===== config.mk =====
export PLATFORM = sky130hd
export DESIGN_NAME = fbba_first_free
export DESIGN_NICKNAME = d
export VERILOG_FILES = /design/src/rtl/fbba_pkg.sv /design/src/rtl/fbba_first_free.sv
export SDC_FILE = /design/constraint.sdc
export NUM_CORES = 1
export LEC_CHECK = 0
export ABC_AREA = 1
export BUFFER_PORTS_ARGS = -buffer_cell sky130_fd_sc_hd__clkbuf_2
export CORE_MARGIN = 1.5
export CORE_UTILIZATION = 30
export DETAILED_ROUTE_END_ITERATION = 8
export GPL_TIMING_DRIVEN = 0
export MAX_ROUTING_LAYER = met4
export PLACE_DENSITY = 0.54
export RECOVER_POWER = 25
export SYNTH_ARGS = -nofsm -noshare
export SYNTH_HDL_FRONTEND = slang
export SYNTH_SLANG_ARGS = --single-unit

===== constraint.sdc =====
create_clock -name clk_i -period 8.2 [get_ports clk_i]
set_input_delay 0.41 -clock clk_i [delete_from_list [all_inputs] [get_ports clk_i]]
set_output_delay 0.41 -clock clk_i [all_outputs]
set_load 0.05 [all_outputs]

===== src/rtl/fbba_pkg.sv =====
// Shared types, constants and helpers for the free-block bitmap allocator.
// No dependencies; compiled first.
package fbba_pkg;

  localparam int MAP_WORDS = 256;
  localparam int WORD_BITS = 32;
  localparam int AW        = $clog2(MAP_WORDS);
  localparam int BIT_W     = $clog2(WORD_BITS);
  localparam int BLK_W     = 13;
  localparam int WIN_W     = 9;
  localparam int GRP_W     = 16;
  localparam int GRP_N     = MAP_WORDS / GRP_W;
  localparam int GIDX_W    = $clog2(GRP_W);
  localparam int CFG_IDX_W = 1;
  localparam int CFG_DW    = 9;

  typedef logic [WORD_BITS-1:0] word_t;
  typedef logic [AW-1:0]        waddr_t;

  typedef enum logic [1:0] {
    OP_ALLOC = 2'd0,
    OP_FREE  = 2'd1,
    OP_MARK  = 2'd2,
    OP_CHECK = 2'd3
  } op_e;

  typedef enum logic [1:0] {
    STAT_OK       = 2'd0,
    STAT_NOT_OPEN = 2'd1,
    STAT_NO_FREE  = 2'd2,
    STAT_RANGE    = 2'd3
  } status_e;

  typedef enum logic [CFG_IDX_W-1:0] {
    REG_WORDS_IN_USE = 1'd0,
    REG_FS_OPEN      = 1'd1
  } cfg_reg_e;

  typedef enum logic [1:0] {
    S_IDLE,
    S_LOOK,
    S_MOD
  } state_e;

  // summary update: word at addr is now nonzero or not
  typedef struct packed {
    logic   en;
    waddr_t addr;
    logic   nz;
  } sum_upd_t;

  function automatic logic [GIDX_W-1:0] lowest16(input logic [GRP_W-1:0] v);
    logic [GIDX_W-1:0] idx;
    idx = '0;
    for (int i = GRP_W - 1; i >= 0; i--) begin
      if (v[i]) idx = GIDX_W'(i);
    end
    return idx;
  endfunction

  function automatic logic [BIT_W-1:0] lowest32(input word_t v);
    logic [BIT_W-1:0] idx;
    idx = '0;
    for (int i = WORD_BITS - 1; i >= 0; i--) begin
      if (v[i]) idx = BIT_W'(i);
    end
    return idx;
  endfunction

endpackage


===== src/rtl/fbba_first_free.sv =====
// Summary register of nonzero bitmap words and first-fit word finder.
// Uses fbba_pkg.
module fbba_first_free (
  input  logic                    clk_i,
  input  logic                    rst_ni,
  input  logic [fbba_pkg::WIN_W-1:0] eff_words_i,
  input  fbba_pkg::sum_upd_t      upd_i,
  output logic                    found_o,
  output fbba_pkg::waddr_t        word_o
);
  import fbba_pkg::*;

  logic [MAP_WORDS-1:0] nz_q;
  logic [MAP_WORDS-1:0] cand;
  logic [GRP_N-1:0]     grp_any;
  logic [GIDX_W-1:0]    grp_idx [GRP_N];
  logic [GIDX_W-1:0]    grp_sel;

  always_ff @(posedge clk_i or negedge rst_ni) begin
    if (!rst_ni) begin
      nz_q <= '1;
    end else if (upd_i.en) begin
      nz_q[upd_i.addr] <= upd_i.nz;
    end
  end

  always_comb begin
    for (int i = 0; i < MAP_WORDS; i++) begin
      cand[i] = nz_q[i] && (WIN_W'(i) < eff_words_i);
    end
    for (int g = 0; g < GRP_N; g++) begin
      grp_any[g] = |cand[g*GRP_W +: GRP_W];
      grp_idx[g] = lowest16(cand[g*GRP_W +: GRP_W]);
    end
  end

  assign grp_sel = lowest16(grp_any);
  assign found_o = |grp_any;
  assign word_o  = {grp_sel, grp_idx[grp_sel]};

  a_found_in_window: assert property (@(posedge clk_i) disable iff (!rst_ni)
    found_o |-> (WIN_W'(word_o) < eff_words_i))
    else $error("first free word beyond words in use");
  a_found_nonzero: assert property (@(posedge clk_i) disable iff (!rst_ni)
    found_o |-> nz_q[word_o])
    else $error("first free word is marked empty");
  a_update_seen: assert property (@(posedge clk_i) disable iff (!rst_ni)
    upd_i.en |=> (nz_q[$past(upd_i.addr)] == $past(upd_i.nz)))
    else $error("summary bit not updated");

endmodule


==> results.txt <==
CP most frequent cell -> nand2_1
CP startpoint -> eff_words_i[4]
die width -> 242.8 µm
Yosys top cell by area -> dfstp_2
Synth cell types -> 50
root buf cell -> clkbuf_16
xor and xnor area share after synthesis -> 0%
Final WS setup -> 1.938 ns
mux cell area share after synthesis -> 0.9862%
Tcrit/Tclk final -> 76.36%
Clock Pin Slew Worst Setup and Hold Paths -> 0.05 ns
largest family of logic cells by synthesized area -> compound AO/OA/AOI/OAI gates
most common cell after layout, fill and taps aside -> nand2_1
Crit. End Element -> output port
Yosys reg bits -> 256
clk sink count -> 256
drt first pass iters -> 6
DIE AREA -> 58960 µm²
pin count of the biggest net entering global routing -> 114
synthesized net count -> 2454
DRT antenna net count -> 0
Synth-to-Final Area Change -> 13.39%
R2R Path Start -> nz_q[125]
IO Port Bufs -> 24
CP max stage cell -> nand2_1
HP Class -> in -> reg
Synth Warn # -> 0
WL/cell -> 29.10 µm
Post-Syn Area -> 17250 µm²
first-pass GRT wire length -> 134.4 mm
Compound-Gate Fraction of Synth Area -> 27.06%
Layout Nets -> 2519
startpoint types -> input pin
critical path arrival -> 5.85 ns
Area contributors post-synth -> dfstp_2 (39%), nand2_1 (11%), a21oi_1 (9.8%)
cts repair resizes -> 0
share of the synthesized area in the top cell type -> 38.98%
CP Max Fanout -> 10
asr flop ratio synth -> 100.0%
post-synthesis simple-gate area fraction -> 24.26%
Worst Max-Slew Pin Slew -> 6.325 ns
min Tclk post-route -> 6.262 ns
max FFs per register -> 256
detailed-route vias per instance -> 5.898
CTS Buf Count -> 36
most frequent cells in the layout -> nand2_1 (517), a21oi_1 (339), dfstp_2 (256), a31oi_1 (252), nor2_1 (241)
DR vias -> 19360
Mean Syn Cell Area -> 7.092 µm²
Cell Pwr Density -> 225.6 nW/µm²
sequential element share of the synthesized area -> 38.98%
Initial Util -> 30.48%
EDFF count, synth -> 0
highest ir drop seen on vdd -> 0.1412 mV
cells after synthesis -> 2433
critical path's largest stage delay -> 0.73 ns
Fill cells -> 6223
Row Count -> 87
Top Registers -> nz_q x256
status -> finished with violations
max capacitance violation total -> 8
Main synth FF type -> dfstp_2
Post-CTS Setup Bufs -> 0
clock skew -> 0 ns
initial antenna violation count -> 4
drt initial violations -> 2145
Core Util, Final -> 34.56%
Buf/Inv on CP -> 6
kind of critical path -> in -> out
die height -> 242.8 µm
Placer Congestion -> 1.024
CP delay by family, top -> simple AND/OR/NAND/NOR gates
pre-CTS setup slack -> 2.158 ns
vias in the first global route -> 18380
Final Hold Vio Count -> 0
share of cells above drive strength 1 -> 17.72%
RSZ-0062 raised after global routing -> no
Slew headroom -> -321.7%
num ports -> 30
CTS Hold Bufs -> 0
failing checks -> capacitance limit, slew limit
Max Root-Sink Buffers -> 3
DP HPWL -> 68.53 mm
H-tree depth -> 2
WL final -> 95.49 mm
FMAX -> 0.1597 GHz
GRT Residual Overflow -> 0
GR Util All Layers -> 32.87%
Hold Crit Start -> upd_i[3]
# DRC -> 0
Biggest register -> nz_q
Worst-Skew Late Latency -> 0.58 ns
Critical Path RT -> 7.79 ns
setup TNS -> 0 ns
Adder-Cell Fraction of Synth Area -> 0%
core footprint -> 56600 µm²
CTS tree -> built
Leak -> 8.245 nW
final setup vio count -> 0
worst-path cell chain -> clkbuf_2 -> nand2_2 -> inv_1 -> nand2_1 -> inv_1 -> o21ai_1 -> nor3_1 -> nor3_1 -> nand2_1 -> nor2_1 -> and2_1 -> o21ai_0 -> nand2_1 -> nand2_1 -> nand2_1 -> nand3_2 -> inv_2 -> buf_6 -> nand3_1 -> nand3_1 -> nand3_1 -> nand2_1 -> clkbuf_2
Slew Viols, Final -> 316
==> report_power, final <==
part           switching [mW]  total, mW  leakage (nW)  internal [mW]
Clock                   0.670       1.67         0.588           1.00
Sequential             0.0695       1.51          2.65           1.44
Combinational           0.886       1.23          5.00          0.346
Total                    1.63       4.41          8.25           2.79
==> through the flow <==
stage / total power, mW / cells / hold slack [ns] / area [µm²]
2_1_floorplan: 2.293 / 2433 / 0.2622 / 17250
3_3_place_gp: 2.719 / 3213 / 0.5048 / 18320
3_5_place_dp: 2.728 / 3215 / 0.5090 / 18380
4_1_cts: 4.393 / 3278 / 0.01111 / 19600
5_1_grt: 4.584 / 3282 / 0.3551 / 19570
6_report: 4.415 / 3282 / 0.3277 / 19570
==> worst paths after layout <==
kind	end	slack (ns)	cells after the start
max	word_o[2]	1.94	23
min	nz_q[219]	0.33	5
max reg2reg	nz_q[125]	7.28	2
min reg2reg	nz_q[237]	0.52	2
max in group asynchronous	nz_q[49]	2.62	2
min in group asynchronous	nz_q[175]	0.98	1
==> final cells by class <==
type,instances,area [µm²],share of cell area (%)
Multi-Input combinational cell,1808,9024,46.12
Sequential cell,256,6726,34.38
Clock buffer,47,1013,5.180
Tap cell,756,945.9,4.835
Inverter,205,774.5,3.959
Buffer,164,730.7,3.735
Clock inverter,16,205.2,1.049
Timing Repair Buffer,27,137.6,0.7035
Antenna cell,3,7.507,0.03837
==> worst register-to-register path: stages, from the launching register on <==
cell	delay (ns)
dfstp_2	0.54
a21oi_1	0.04
a31oi_1	0.24
==> logic make-up (layout without fill, tap and decap cells) <==
family	Yosys count	in the layout
DFF	256	256
other	0	3
buffers and inverters	369	459
and+or+nand+nor	980	980
muxes	17	17
AOI/OAI and AO/OA	811	811
==> cell usage after synthesis, drive strengths merged (13+ instances only) <==
master  number
clkbuf     125
dfstp      256
a21boi      13
mux2i       17
buf         39
nor2       258
nand3      133
o211ai      45
nor3        25
o21ai      122
a21oi      339
a31oi      252
nand2      528
o21bai      17
inv        203
==> per-layer routing <==
metal / routed length (µm) / vias to the layer above / part of all wire, % / track usage, %
met2: 41460 / 1023 / 43 / 48.36
met5: 0 / - / 0 / -
met4: 4066 / 0 / 4.3 / 12.86
met3: 8539 / 195 / 8.9 / 6.225
li1: - / 8533 / - / -
met1: 41420 / 9605 / 43 / 44.36
(Power assumes the default switching activity.)
